**src/rtl/assert_macros.svh**
```systemverilog
// Assertion macros used by the alarm clock core.
`ifndef ASSERT_MACROS_SVH
`define ASSERT_MACROS_SVH

// Same-cycle implication, disabled while reset is high.
`define ASSERT_IMPLIES(lbl, clk, rst, ante, cons) \
  lbl: assert property (@(posedge clk) disable iff (rst) (ante) |-> (cons)) \
    else $error("implication check failed");

// Next-cycle implication, disabled while reset is high.
`define ASSERT_NEXT(lbl, clk, rst, ante, cons) \
  lbl: assert property (@(posedge clk) disable iff (rst) (ante) |=> (cons)) \
    else $error("next-cycle check failed");

`endif

```
**src/rtl/alclk_pkg.sv**
```systemverilog
// Types, codes, constants and lookup functions of the alarm clock.
package alclk_pkg;

  localparam logic [1:0] FUNC_TICK    = 2'd0;
  localparam logic [1:0] FUNC_DISMISS = 2'd1;
  localparam logic [1:0] FUNC_SET     = 2'd2;

  localparam logic [1:0] REG_ALARM_HOUR      = 2'd0;
  localparam logic [1:0] REG_ALARM_MINUTE    = 2'd1;
  localparam logic [1:0] REG_ALARM_INDICATOR = 2'd2;

  localparam logic [5:0] SEC_MAX  = 6'd59;
  localparam logic [5:0] MIN_MAX  = 6'd59;
  localparam logic [4:0] HOUR_MAX = 5'd23;

  localparam logic [14:0] DOT_BIT    = 15'h4000;
  localparam logic [14:0] BLANK_WORD = 15'h0000;
  localparam logic [11:0] PULSE_MAX  = 12'd2300;

  // Reciprocals of 59 scaled by 2^16 and folded with the dial spans
  // (2300-495 and 2300-526), rounded up; exact for counts up to 59.
  localparam logic [20:0] MIN_RECIP = 21'd2004958;
  localparam logic [20:0] SEC_RECIP = 21'd1970524;

  typedef struct packed {
    logic [5:0] second_count;
    logic [5:0] minute_count;
    logic [4:0] hour_count;
    logic       ringing;
    logic       flash_phase;
  } clk_state_t;

  typedef struct packed {
    logic [14:0] digit_hour_tens;
    logic [14:0] digit_hour_units;
    logic [14:0] digit_minute_tens;
    logic [14:0] digit_minute_units;
    logic [11:0] minute_pulse_us;
    logic [11:0] second_pulse_us;
    logic        alarm_led;
    logic        alarm_active;
  } result_t;

  function automatic logic [14:0] seg_word(input logic [3:0] digit);
    logic [14:0] w;
    case (digit)
      4'd0: w = 15'h0C3F;
      4'd1: w = 15'h0006;
      4'd2: w = 15'h00DB;
      4'd3: w = 15'h008F;
      4'd4: w = 15'h00E6;
      4'd5: w = 15'h2069;
      4'd6: w = 15'h00FD;
      4'd7: w = 15'h0007;
      4'd8: w = 15'h00FF;
      4'd9: w = 15'h00EF;
      default: w = BLANK_WORD;
    endcase
    return w;
  endfunction

  // 2300 minus floor(span * count / 59), via the scaled reciprocal.
  function automatic logic [11:0] dial_pulse(input logic [5:0] count,
                                             input logic [20:0] recip);
    logic [26:0] prod;
    prod = 27'(count) * 27'(recip);
    return PULSE_MAX - {1'b0, prod[26:16]};
  endfunction

endpackage

```
**src/rtl/alclk_in_if.sv**
```systemverilog
// Input channel of the alarm clock: one event per beat.
interface alclk_in_if;
  logic       valid;
  logic       ready;
  logic [1:0] func;
  logic [4:0] set_hour;
  logic [5:0] set_minute;

  modport source (output valid, output func, output set_hour, output set_minute,
                  input ready);
  modport sink (input valid, input func, input set_hour, input set_minute,
                output ready);
endinterface

```
**src/rtl/alclk_out_if.sv**
```systemverilog
// Output channel of the alarm clock: display words, dial pulses and LED per beat.
interface alclk_out_if;
  logic        valid;
  logic        ready;
  logic [14:0] digit_hour_tens;
  logic [14:0] digit_hour_units;
  logic [14:0] digit_minute_tens;
  logic [14:0] digit_minute_units;
  logic [11:0] minute_pulse_us;
  logic [11:0] second_pulse_us;
  logic        alarm_led;
  logic        alarm_active;

  modport source (output valid, output digit_hour_tens, output digit_hour_units,
                  output digit_minute_tens, output digit_minute_units,
                  output minute_pulse_us, output second_pulse_us,
                  output alarm_led, output alarm_active, input ready);
  modport sink (input valid, input digit_hour_tens, input digit_hour_units,
                input digit_minute_tens, input digit_minute_units,
                input minute_pulse_us, input second_pulse_us,
                input alarm_led, input alarm_active, output ready);
endinterface

```
**src/rtl/alclk_core.sv**
```systemverilog
// Timekeeping state: seconds, minutes, hours, alarm ringing and flash phase.
`include "assert_macros.svh"

module alclk_core (
  input  logic                  clk,
  input  logic                  rst,
  input  logic                  step,
  input  logic [1:0]            func,
  input  logic [4:0]            set_hour,
  input  logic [5:0]            set_minute,
  input  logic [4:0]            alarm_hour,
  input  logic [5:0]            alarm_minute,
  output alclk_pkg::clk_state_t state_next
);

  alclk_pkg::clk_state_t state;

  always_comb begin
    state_next = state;
    if (step) begin
      case (func)
        alclk_pkg::FUNC_TICK: begin
          if (state.second_count >= alclk_pkg::SEC_MAX) begin
            state_next.second_count = '0;
            if (state.minute_count >= alclk_pkg::MIN_MAX) begin
              state_next.minute_count = '0;
              state_next.hour_count = (state.hour_count >= alclk_pkg::HOUR_MAX) ?
                                      5'd0 : state.hour_count + 5'd1;
            end else begin
              state_next.minute_count = state.minute_count + 6'd1;
            end
            if (state_next.hour_count == alarm_hour &&
                state_next.minute_count == alarm_minute) begin
              state_next.ringing = 1'b1;
            end
          end else begin
            state_next.second_count = state.second_count + 6'd1;
          end
          // A match on this very tick already starts the flashing.
          if (state_next.ringing) begin
            state_next.flash_phase = ~state.flash_phase;
          end
        end
        alclk_pkg::FUNC_DISMISS: begin
          state_next.ringing = 1'b0;
          state_next.flash_phase = 1'b0;
        end
        alclk_pkg::FUNC_SET: begin
          state_next.hour_count = (set_hour > alclk_pkg::HOUR_MAX) ?
                                  alclk_pkg::HOUR_MAX : set_hour;
          state_next.minute_count = (set_minute > alclk_pkg::MIN_MAX) ?
                                    alclk_pkg::MIN_MAX : set_minute;
        end
        default: begin
          state_next = state;
        end
      endcase
    end
  end

  always_ff @(posedge clk) begin
    if (rst) begin
      state <= '0;
    end else begin
      state <= state_next;
    end
  end

  `ASSERT_IMPLIES(a_time_range, clk, rst, 1'b1,
                  state.second_count <= alclk_pkg::SEC_MAX &&
                  state.minute_count <= alclk_pkg::MIN_MAX &&
                  state.hour_count <= alclk_pkg::HOUR_MAX)
  `ASSERT_NEXT(a_dismiss_clears, clk, rst,
               step && func == alclk_pkg::FUNC_DISMISS,
               !state.ringing && !state.flash_phase)
  `ASSERT_IMPLIES(a_flash_needs_ring, clk, rst, !state.ringing, !state.flash_phase)

endmodule

```
**src/rtl/alclk_disp.sv**
```systemverilog
// Display and dial encoding of one clock state into a result word set.
module alclk_disp (
  input  logic                  alarm_indicator,
  input  alclk_pkg::clk_state_t state,
  output alclk_pkg::result_t    res
);

  logic        pm;
  logic [3:0]  disp_hour;
  logic [3:0]  hour_units;
  logic [9:0]  tens_prod;
  logic [2:0]  min_tens;
  logic [5:0]  min_units;

  always_comb begin
    pm = (state.hour_count >= 5'd12);
    if (state.hour_count == 5'd0) begin
      disp_hour = 4'd12;
    end else if (state.hour_count > 5'd12) begin
      disp_hour = 4'(state.hour_count - 5'd12);
    end else begin
      disp_hour = state.hour_count[3:0];
    end
    hour_units = (disp_hour >= 4'd10) ? disp_hour - 4'd10 : disp_hour;

    // Divide by ten as multiply by 13/128, exact below 69.
    tens_prod = 10'(state.minute_count) * 10'd13;
    min_tens  = tens_prod[9:7];
    min_units = state.minute_count - 6'(min_tens) * 6'd10;

    res.digit_hour_tens = ((disp_hour >= 4'd10) ? alclk_pkg::seg_word(4'd1) :
                           alclk_pkg::BLANK_WORD) |
                          (pm ? alclk_pkg::DOT_BIT : alclk_pkg::BLANK_WORD);
    res.digit_hour_units   = alclk_pkg::seg_word(hour_units);
    res.digit_minute_tens  = alclk_pkg::seg_word({1'b0, min_tens});
    res.digit_minute_units = alclk_pkg::seg_word(min_units[3:0]) |
                             (alarm_indicator ? alclk_pkg::DOT_BIT :
                              alclk_pkg::BLANK_WORD);
    res.minute_pulse_us = alclk_pkg::dial_pulse(state.minute_count, alclk_pkg::MIN_RECIP);
    res.second_pulse_us = alclk_pkg::dial_pulse(state.second_count, alclk_pkg::SEC_RECIP);
    res.alarm_led    = state.flash_phase;
    res.alarm_active = state.ringing;
  end

endmodule

```
**src/rtl/alarm_clock_with_display_and_dials.sv**
```systemverilog
// Top level of the 24-hour alarm clock with display words, servo dials and LED.
//
// Usage:
//   in_ch carries one event per beat: func 0 is a one-second tick, 1 dismisses
//   the alarm, 2 loads hour and minute (saturated). Code 3 changes nothing.
//   out_ch returns exactly one result beat per event, showing the state after
//   that event: four 14-segment words in 12-hour form, the minute and second
//   servo pulse widths in microseconds, the LED phase and the ringing flag.
//   The alarm registers are written through cfg_we/cfg_index/cfg_data, by the user
//   only while no event is in flight (not enforced by the block); index 3 is ignored.
// Timing:
//   An event is registered in the input stage on acceptance; when the output
//   stage advances, the clock state is updated and the result register loaded,
//   and the result is then valid. One event per cycle is sustained while
//   out_ch.ready is high; the state update and encoding are combinational.
// Reset and stalls:
//   Synchronous reset clears time, alarm state and registers to zero and
//   empties both stages. While out_ch.ready is low the result register holds,
//   the input stage fills, and in_ch.ready drops only once both are full.
module alarm_clock_with_display_and_dials (
  input  logic              clk,
  input  logic              rst,
  input  logic              cfg_we,
  input  logic [1:0]        cfg_index,
  input  logic [5:0]        cfg_data,
  alclk_in_if.sink          in_ch,
  alclk_out_if.source       out_ch
);

  logic [4:0] alarm_hour;
  logic [5:0] alarm_minute;
  logic       alarm_indicator;

  logic       s1_vld;
  logic [1:0] s1_func;
  logic [4:0] s1_hour;
  logic [5:0] s1_minute;

  logic                  out_vld;
  alclk_pkg::result_t    out_res;
  alclk_pkg::result_t    res_next;
  alclk_pkg::clk_state_t state_next;

  logic advance;
  logic step;

  assign advance     = !out_vld || out_ch.ready;
  assign step        = s1_vld && advance;
  assign in_ch.ready = !s1_vld || advance;

  always_ff @(posedge clk) begin
    if (rst) begin
      alarm_hour      <= '0;
      alarm_minute    <= '0;
      alarm_indicator <= 1'b0;
    end else if (cfg_we) begin
      case (cfg_index)
        alclk_pkg::REG_ALARM_HOUR:      alarm_hour      <= cfg_data[4:0];
        alclk_pkg::REG_ALARM_MINUTE:    alarm_minute    <= cfg_data;
        alclk_pkg::REG_ALARM_INDICATOR: alarm_indicator <= cfg_data[0];
        default: begin
        end
      endcase
    end
  end

  always_ff @(posedge clk) begin
    if (rst) begin
      s1_vld <= 1'b0;
    end else if (in_ch.ready) begin
      s1_vld <= in_ch.valid;
    end
  end

  always_ff @(posedge clk) begin
    if (in_ch.valid && in_ch.ready) begin
      s1_func   <= in_ch.func;
      s1_hour   <= in_ch.set_hour;
      s1_minute <= in_ch.set_minute;
    end
  end

  alclk_core u_core (
    .clk          (clk),
    .rst          (rst),
    .step         (step),
    .func         (s1_func),
    .set_hour     (s1_hour),
    .set_minute   (s1_minute),
    .alarm_hour   (alarm_hour),
    .alarm_minute (alarm_minute),
    .state_next   (state_next)
  );

  alclk_disp u_disp (
    .alarm_indicator (alarm_indicator),
    .state           (state_next),
    .res             (res_next)
  );

  always_ff @(posedge clk) begin
    if (rst) begin
      out_vld <= 1'b0;
    end else if (advance) begin
      out_vld <= s1_vld;
    end
  end

  always_ff @(posedge clk) begin
    if (step) begin
      out_res <= res_next;
    end
  end

  assign out_ch.valid              = out_vld;
  assign out_ch.digit_hour_tens    = out_res.digit_hour_tens;
  assign out_ch.digit_hour_units   = out_res.digit_hour_units;
  assign out_ch.digit_minute_tens  = out_res.digit_minute_tens;
  assign out_ch.digit_minute_units = out_res.digit_minute_units;
  assign out_ch.minute_pulse_us    = out_res.minute_pulse_us;
  assign out_ch.second_pulse_us    = out_res.second_pulse_us;
  assign out_ch.alarm_led          = out_res.alarm_led;
  assign out_ch.alarm_active       = out_res.alarm_active;

endmodule
```
**src/flat_wrapper.sv**
```systemverilog
// flat-port wrapper written by rule: the top's interface ports become plain ports
module alarm_clock_with_display_and_dials_flat 
  (clk, rst, cfg_we, cfg_index, cfg_data, in_ch_valid, in_ch_func, in_ch_set_hour, in_ch_set_minute, in_ch_ready, out_ch_valid, out_ch_digit_hour_tens, out_ch_digit_hour_units, out_ch_digit_minute_tens, out_ch_digit_minute_units, out_ch_minute_pulse_us, out_ch_second_pulse_us, out_ch_alarm_led, out_ch_alarm_active, out_ch_ready);
  alclk_in_if in_ch_i ();
  alclk_out_if out_ch_i ();
  input  logic clk;
  input  logic rst;
  input  logic cfg_we;
  input  logic [1:0] cfg_index;
  input  logic [5:0] cfg_data;
  input wire logic [$bits(in_ch_i.valid)-1:0] in_ch_valid;
  input wire logic [$bits(in_ch_i.func)-1:0] in_ch_func;
  input wire logic [$bits(in_ch_i.set_hour)-1:0] in_ch_set_hour;
  input wire logic [$bits(in_ch_i.set_minute)-1:0] in_ch_set_minute;
  output wire logic [$bits(in_ch_i.ready)-1:0] in_ch_ready;
  output wire logic [$bits(out_ch_i.valid)-1:0] out_ch_valid;
  output wire logic [$bits(out_ch_i.digit_hour_tens)-1:0] out_ch_digit_hour_tens;
  output wire logic [$bits(out_ch_i.digit_hour_units)-1:0] out_ch_digit_hour_units;
  output wire logic [$bits(out_ch_i.digit_minute_tens)-1:0] out_ch_digit_minute_tens;
  output wire logic [$bits(out_ch_i.digit_minute_units)-1:0] out_ch_digit_minute_units;
  output wire logic [$bits(out_ch_i.minute_pulse_us)-1:0] out_ch_minute_pulse_us;
  output wire logic [$bits(out_ch_i.second_pulse_us)-1:0] out_ch_second_pulse_us;
  output wire logic [$bits(out_ch_i.alarm_led)-1:0] out_ch_alarm_led;
  output wire logic [$bits(out_ch_i.alarm_active)-1:0] out_ch_alarm_active;
  input wire logic [$bits(out_ch_i.ready)-1:0] out_ch_ready;
  assign in_ch_i.valid = in_ch_valid;
  assign in_ch_i.func = in_ch_func;
  assign in_ch_i.set_hour = in_ch_set_hour;
  assign in_ch_i.set_minute = in_ch_set_minute;
  assign in_ch_ready = in_ch_i.ready;
  assign out_ch_valid = out_ch_i.valid;
  assign out_ch_digit_hour_tens = out_ch_i.digit_hour_tens;
  assign out_ch_digit_hour_units = out_ch_i.digit_hour_units;
  assign out_ch_digit_minute_tens = out_ch_i.digit_minute_tens;
  assign out_ch_digit_minute_units = out_ch_i.digit_minute_units;
  assign out_ch_minute_pulse_us = out_ch_i.minute_pulse_us;
  assign out_ch_second_pulse_us = out_ch_i.second_pulse_us;
  assign out_ch_alarm_led = out_ch_i.alarm_led;
  assign out_ch_alarm_active = out_ch_i.alarm_active;
  assign out_ch_i.ready = out_ch_ready;
  alarm_clock_with_display_and_dials u_core (.clk(clk), .rst(rst), .cfg_we(cfg_we), .cfg_index(cfg_index), .cfg_data(cfg_data), .in_ch(in_ch_i), .out_ch(out_ch_i));
endmodule
```
**config.mk**
```make
export PLATFORM = sky130hd
export DESIGN_NAME = alarm_clock_with_display_and_dials_flat
export DESIGN_NICKNAME = d
export VERILOG_FILES = /design/src/rtl/alclk_pkg.sv /design/src/rtl/alclk_in_if.sv /design/src/rtl/alclk_out_if.sv /design/src/rtl/alclk_core.sv /design/src/rtl/alclk_disp.sv /design/src/rtl/alarm_clock_with_display_and_dials.sv /design/src/flat_wrapper.sv
export VERILOG_INCLUDE_DIRS = /design/src /design/src/rtl
export SDC_FILE = /design/constraint.sdc
export NUM_CORES = 1
export LEC_CHECK = 0
export BUFFER_PORTS_ARGS = -buffer_cell sky130_fd_sc_hd__buf_2
export CAP_MARGIN = 25
export CORE_ASPECT_RATIO = 1.75
export CORE_MARGIN = 5
export CORE_UTILIZATION = 65
export CTS_CLUSTER_DIAMETER = 200
export CTS_CLUSTER_SIZE = 16
export DETAILED_ROUTE_END_ITERATION = 12
export PLACE_DENSITY = 0.88
export SYNTH_ARGS = -nofsm -noshare
export SYNTH_HDL_FRONTEND = slang
export SYNTH_SLANG_ARGS = --single-unit
```
**constraint.sdc**
```tcl
create_clock -name clk -period 19 [get_ports clk]
set_input_delay 3.8 -clock clk [delete_from_list [all_inputs] [get_ports clk]]
set_output_delay 3.8 -clock clk [all_outputs]
set_load 0.005 [all_outputs]
```
**Yosys cells after proc, flatten, opt, wreduce, memory -nomap -nowiden**

Memory sizes are Yosys's and may differ from the RTL's. A register that Yosys moved wholly into a read port is not among the register bits.
Cells that the tools add are included.

- Bitwise operators: 3
- Muxes and demuxes: 27
- Equality and inequality tests: 6
- $mul: 4
- $add $sub $neg: 8
- Order comparisons: 8
- Reductions and logical operators: 13

Operator list:

| cell | count |
|---|---|
| 2-to-1 mux 6 bit | 7 |
| 2-to-1 mux 12 bit | 3 |
| 2-to-1 mux 15 bit | 2 |
| 2-to-1 mux 5 bit | 6 |
| multiplier 6 x 20 -> 26 bit, second input constant | 1 |
| multiplier 6 x 19 -> 25 bit, second input constant | 1 |
| subtractor 12 x 11 -> 12 bit, first input constant | 2 |
| one-hot mux 11 bit (2 select lines) | 1 |
| 2-to-1 mux 19 bit | 1 |
| bitwise OR 15 bit | 1 |
| bitwise OR 3 x 15 -> 15 bit | 1 |
| adder 6 x 1 -> 6 bit, second input constant | 2 |
| >= comparator 6 bit, second input constant | 2 |
| 2-to-1 mux 4 bit | 3 |
| multiplier 6 x 4 -> 10 bit, second input constant | 1 |
| subtractor 4 bit, second input constant | 2 |
| == test 6 bit | 1 |
| > comparator 6 bit, second input constant | 1 |
| AND reduction 2 bit | 3 |
| adder 5 x 1 -> 5 bit, second input constant | 1 |
| == test 5 bit | 1 |
| >= comparator 5 x 4 -> 1 bit, second input constant | 1 |
| >= comparator 5 bit, second input constant | 1 |
| > comparator 5 x 4 -> 1 bit, second input constant | 1 |
| 15 further kinds | 23 |

- Bits in registers: 132
- ROM bits: 440
- Logic and storage cells: 93
- Memories: 3
- Output and inout port bits: 88

Memories:

| name | words | bits a word | rd ports | clocked after memory_dff | wr ports | RTL line | RTL |
|---|---|---|---|---|---|---|---|
| (no name shown) | 16 | 11 | 1 | 1 | 0 | alclk_pkg.sv:46 | `case (digit)` |
| (no name shown) | 16 | 11 | 1 | 0 | 0 | alclk_pkg.sv:46 |  |
| (no name shown) | 8 | 11 | 1 | 1 | 0 | alclk_pkg.sv:46 |  |

**Logic depth before layout (Yosys ltp)**

- Depth in word-level cells: 21
- Gate-level depth with buffers: 27

**Modules after synthesis**

From an unflattened synthesis, not the netlist that was laid out.

- Cells, all modules: 1030
- Area, all modules: 10521.3 um2

By module, submodules not included:

| module | area an instance (um2) | times used | cells each |
|---|---|---|---|
| alclk_disp | 5386.4 | 1 | 668 |
| alarm_clock_with_display_and_dials | 3579.7 | 1 | 157 |
| alclk_core | 1555.2 | 1 | 205 |

**Worst setup path after synthesis**

No wires, ideal clock.

- Kind: input to register
- Start: input out_ch_ready
- End: register u_core.out_res (netlist bit u_core.out_ch.second_pulse_us[10]) (data pin)
- Stages: 25
- Setup slack: 8.581 ns
- Buffers on the path: 1
- Required time: 18.734 ns
- Arrival: 10.152 ns
- Path through: nand2b_1 -> clkbuf_2 -> nand2_1 -> inv_1 -> nand2_1 -> o21ai_0 -> o21ai_0 -> fa_1 -> inv_1 -> fa_1 -> fa_1 -> inv_1 -> ha_1 -> a21oi_1 -> o211a_1 -> o21ai_0 -> nor2b_1 -> inv_1 -> ha_1 -> nor2b_1 -> o21a_1 -> nand4_1 -> and4_1 -> a221oi_2 -> xnor2_1

RTL lines:

| item | RTL line | RTL |
|---|---|---|
| start: declaration | flat_wrapper.sv:25 | `input wire logic [$bits(out_ch_i.ready)-1:0] out_ch_ready;` |
| end signal: assignment | alarm_clock_with_display_and_dials.sv:111 | `out_res <= res_next;` |
| end: declaration | alarm_clock_with_display_and_dials.sv:40 | `alclk_pkg::result_t out_res;` |

==> summary.txt <==
Detailed routing
  – Via count: 7178
  – DRC errors left: 0
  – Final WL: 20600 µm
  – Via/cell ratio: 5.95
  – Antenna Nets Post-Route: 0
  – WL/cell: 17.0 µm
  – DRT iter0 DRCs: 374
  – TritonRoute pass-1 iters: 5

Final layout
  – Share of cells above drive strength 1: 13.0%
  – Area growth from synthesis to layout: 8.53%
  – Post-Layout Inst Area: 0.0101 mm²
  – Antenna cells: 0
  – Final Non-Filler Cells: 1207
  – Final core occ: 71.0%
  – Nets@finish: 1215
  – Fillers: 1076

Yosys
  – Synth cell types: 89
  – Synthesized area: 0.00931 mm²
  – Largest area contributor in the netlist: edfxtp_1
  – Yosys warns: 0
  – Most frequent cells after synthesis: inv_1, ha_1, nor2_1
  – Synthesized instance count: 938
  – Ys flop type: edfxtp_1
  – Register area share after synthesis: 30.3%
  – Ys async rst share: 0%
  – Area contributors post-synth: edfxtp_1, ha_1, fa_1, dfxtp_1, inv_1
  – Number of synthesized flops with an enable pin: 72
  – Post-synth top area share: 23.2%
  – Count leader, synth: inv_1
  – Yosys reg bits: 105
  – Syn avg cell area: 9.93 µm²

Placed design
  – Place WS: 8.51 ns
  – Placer Congestion: 0.917
  – DP HPWL: 16100 µm
  – Post-Place Cell Area: 0.00980 mm²
  – IO Port Bufs: 90
  – Placed cells: 1190

Timing
  – Max Slew Vio Count: 0
  – Final worst slack: 8.82 ns
  – Worst slew pin tran: 1.21 ns
  – Final worst path period share: 53.6%
  – Setup TNS: 0 ns
  – Final Hold Fails: 0
  – Endpoints failing setup: 0
  – Fmax: 0.0982 GHz
  – RSZ-0062 raised after global routing: no
  – Fin crit period: 10.19 ns
  – Final Skew: 0.0149 ns
  – Max-slew headroom: 19.3%

Setup path
  – Critical path class: in -> reg
  – CP arrival: 10.27 ns
  – Critical Path, Cell by Cell: buf_2 -> nand2b_1 -> nand2_1 -> nor2_1 -> a22oi_1 -> inv_1 -> ha_1 -> fa_1 -> ha_1 -> a31o_2 -> a21o_1 -> a21oi_1 -> nor2b_1 -> nor2_1 -> xnor2_1 -> inv_1 -> fa_1 -> xnor3_1 -> xor2_1 -> nor2_1 -> a21oi_1 -> o22ai_1
  – CP Capture Type: flop
  – Max stage delay cell, worst path: a22oi_1
  – Most used cell, CP: nor2_1
  – Critical Path RT: 19.08 ns
  – Crit Path Max Fanout: 13
  – CP peak stage delay: 0.93 ns
  – Critical path startpoint category: primary input
  – Delay-heaviest family, CP: compound AO/OA/AOI/OAI gates
  – Crit path buf inv count: 3

Hold path
  – HP Class: reg -> reg

CTS
  – Worst-skew pair later-pin latency: 0.36 ns
  – Post-CTS Setup Inserts: 0
  – CTS sink count: 105
  – CTS tree: yes
  – Root Buffer: clkbuf_16
  – CTS buffer count: 9
  – CTS resizes: 0
  – Worst-case clock buffer depth: 2
  – Clock slew at reported path FFs: 0.08 ns
  – Htree depth: 3
  – Cts hold-fix bufs: 0

Floorplanning
  – Die area: 0.0169 mm²
  – I/O Pins: 114
  – Site Rows: 58
  – Initial core utilization: 65.5%
  – Die height: 168 µm
  – Chip width: 100 µm
  – Core ar.: 0.0142 mm²

Global route
  – Largest net degree at the start of global routing: 60
  – First-pass GRT wire length: 33900 µm
  – Grt ovf: 0
  – GR Util All Layers: 24.8%
  – Vias in the first global route: 7412
  – Initial antenna violation count: 1

Job
  – Max_cap viols: 0

Power and ir drop
  – Pleak: 0.00492 µW
  – Maximum vdd drop: 0.0000553 V
  – Power Density: 59.7 mW/mm²

Status
  – Status: finished, final reports clean
-- report_power, final --
part | switching, µW | internal, µW | leakage, µW
logic | 84.7 | 60.0 | 0.00386
clock network | 95.4 | 92.8 | 0.000145
registers | 6.22 | 264 | 0.000919
total | 186 | 417 | 0.00492
-- sequential cells by signal (all words and copies together), names as in the netlist, 2 cells and up --
| signal | count |
|---|---|
| u_core.s1_minute | 6 |
| u_core.s1_hour | 5 |
| u_core.out_ch.digit_hour_units | 10 |
| u_core.u_core.state | 19 |
| u_core.alarm_minute | 6 |
| u_core.s1_func | 2 |
| u_core.out_ch.second_pulse_us | 12 |
| u_core.out_ch.minute_pulse_us | 12 |
| u_core.out_ch.digit_minute_tens | 10 |
| u_core.out_ch.digit_hour_tens | 2 |
| u_core.alarm_hour | 5 |
| u_core.out_ch.digit_minute_units | 11 |
-- final timing paths --
check                                           start                                              to  slack, ns  cells after the start
setup / recovery                         out_ch_ready   u_core.out_ch.digit_minute_units[5]$_DFFE_PP_       8.82                     22
setup reg to reg   u_core.u_core.state[13]$_SDFF_PP0_   u_core.out_ch.digit_minute_units[5]$_DFFE_PP_      11.46                     21
hold / removal    u_core.alarm_indicator$_SDFFE_PP0P_  u_core.out_ch.digit_minute_units[14]$_DFFE_PP_       0.45                      0
hold reg to reg   u_core.alarm_indicator$_SDFFE_PP0P_  u_core.out_ch.digit_minute_units[14]$_DFFE_PP_       0.45                      0
-- layer usage --
metal	global-route usage, %	part of all wire [%]	up-vias
li1	-	-	3399
met2	47.0	55	256
met1	25.7	36	3440
met4	13.4	4.9	2
met5	0	0.063	-
met3	2.99	4.3	81
-- worst register-to-register path: stages (launching register included) --
cell and delay, ns:
dfxtp_1 0.42, ha_1 0.32, o2111a_1 0.50, o211ai_4 0.16, a22oi_1 0.97, inv_1 0.31, ha_1 0.34, fa_1 0.45
ha_1 0.31, a31o_2 0.25, a21o_1 0.17, a21oi_1 0.29, nor2b_1 0.08, nor2_1 0.12, xnor2_1 0.24, inv_1 0.24
fa_1 0.43, xnor3_1 0.40, xor2_1 0.72, nor2_1 0.23, a21oi_1 0.20, o22ai_1 0.12
-- layout by cell type (no fill, tap or decap), drive strengths merged, types with 25 or more instances in the layout --
master    n
nor2     76
o21ai    39
mux2i    25
edfxtp   72
dfxtp    33
nand2    41
buf      94
xnor2    33
inv     144
fa       47
ha      120
-- layout make-up --
type	instances	area, µm²	share of cell area, %
Multi-Input combinational cell	670	5750	56.9
Clock inverter	7	71.3	0.706
Sequential cell	105	2820	27.9
Inverter	142	533	5.27
Timing Repair Buffer	94	480	4.75
Clock buffer	9	225	2.23
Tap cell	180	225	2.23
-- kinds of logic (layout without fill, tap and decap cells) --
family                     after synthesis  in the layout  synth area share (%)
DFF                                    105            105                  30.3
muxes                                   28             28                  3.05
xor gates and xnor gates                56             56                  5.50
AOI/OAI and AO/OA                      175            175                  13.8
adders and majority gates              169            169                  26.4
and+or+nand+nor                        219            219                  12.0
buffers and inverters                  185            252                  8.84
other                                    1             23                0.0403
-- per-stage QoR --
stage	hold WS, ns	power, µW
2_1_floorplan	0.408	384
3_3_place_gp	0.418	412
3_5_place_dp	0.423	418
4_1_cts	0.450	604
5_1_grt	0.466	634
6_report	0.454	603
Power figures use the tool's default switching activity.
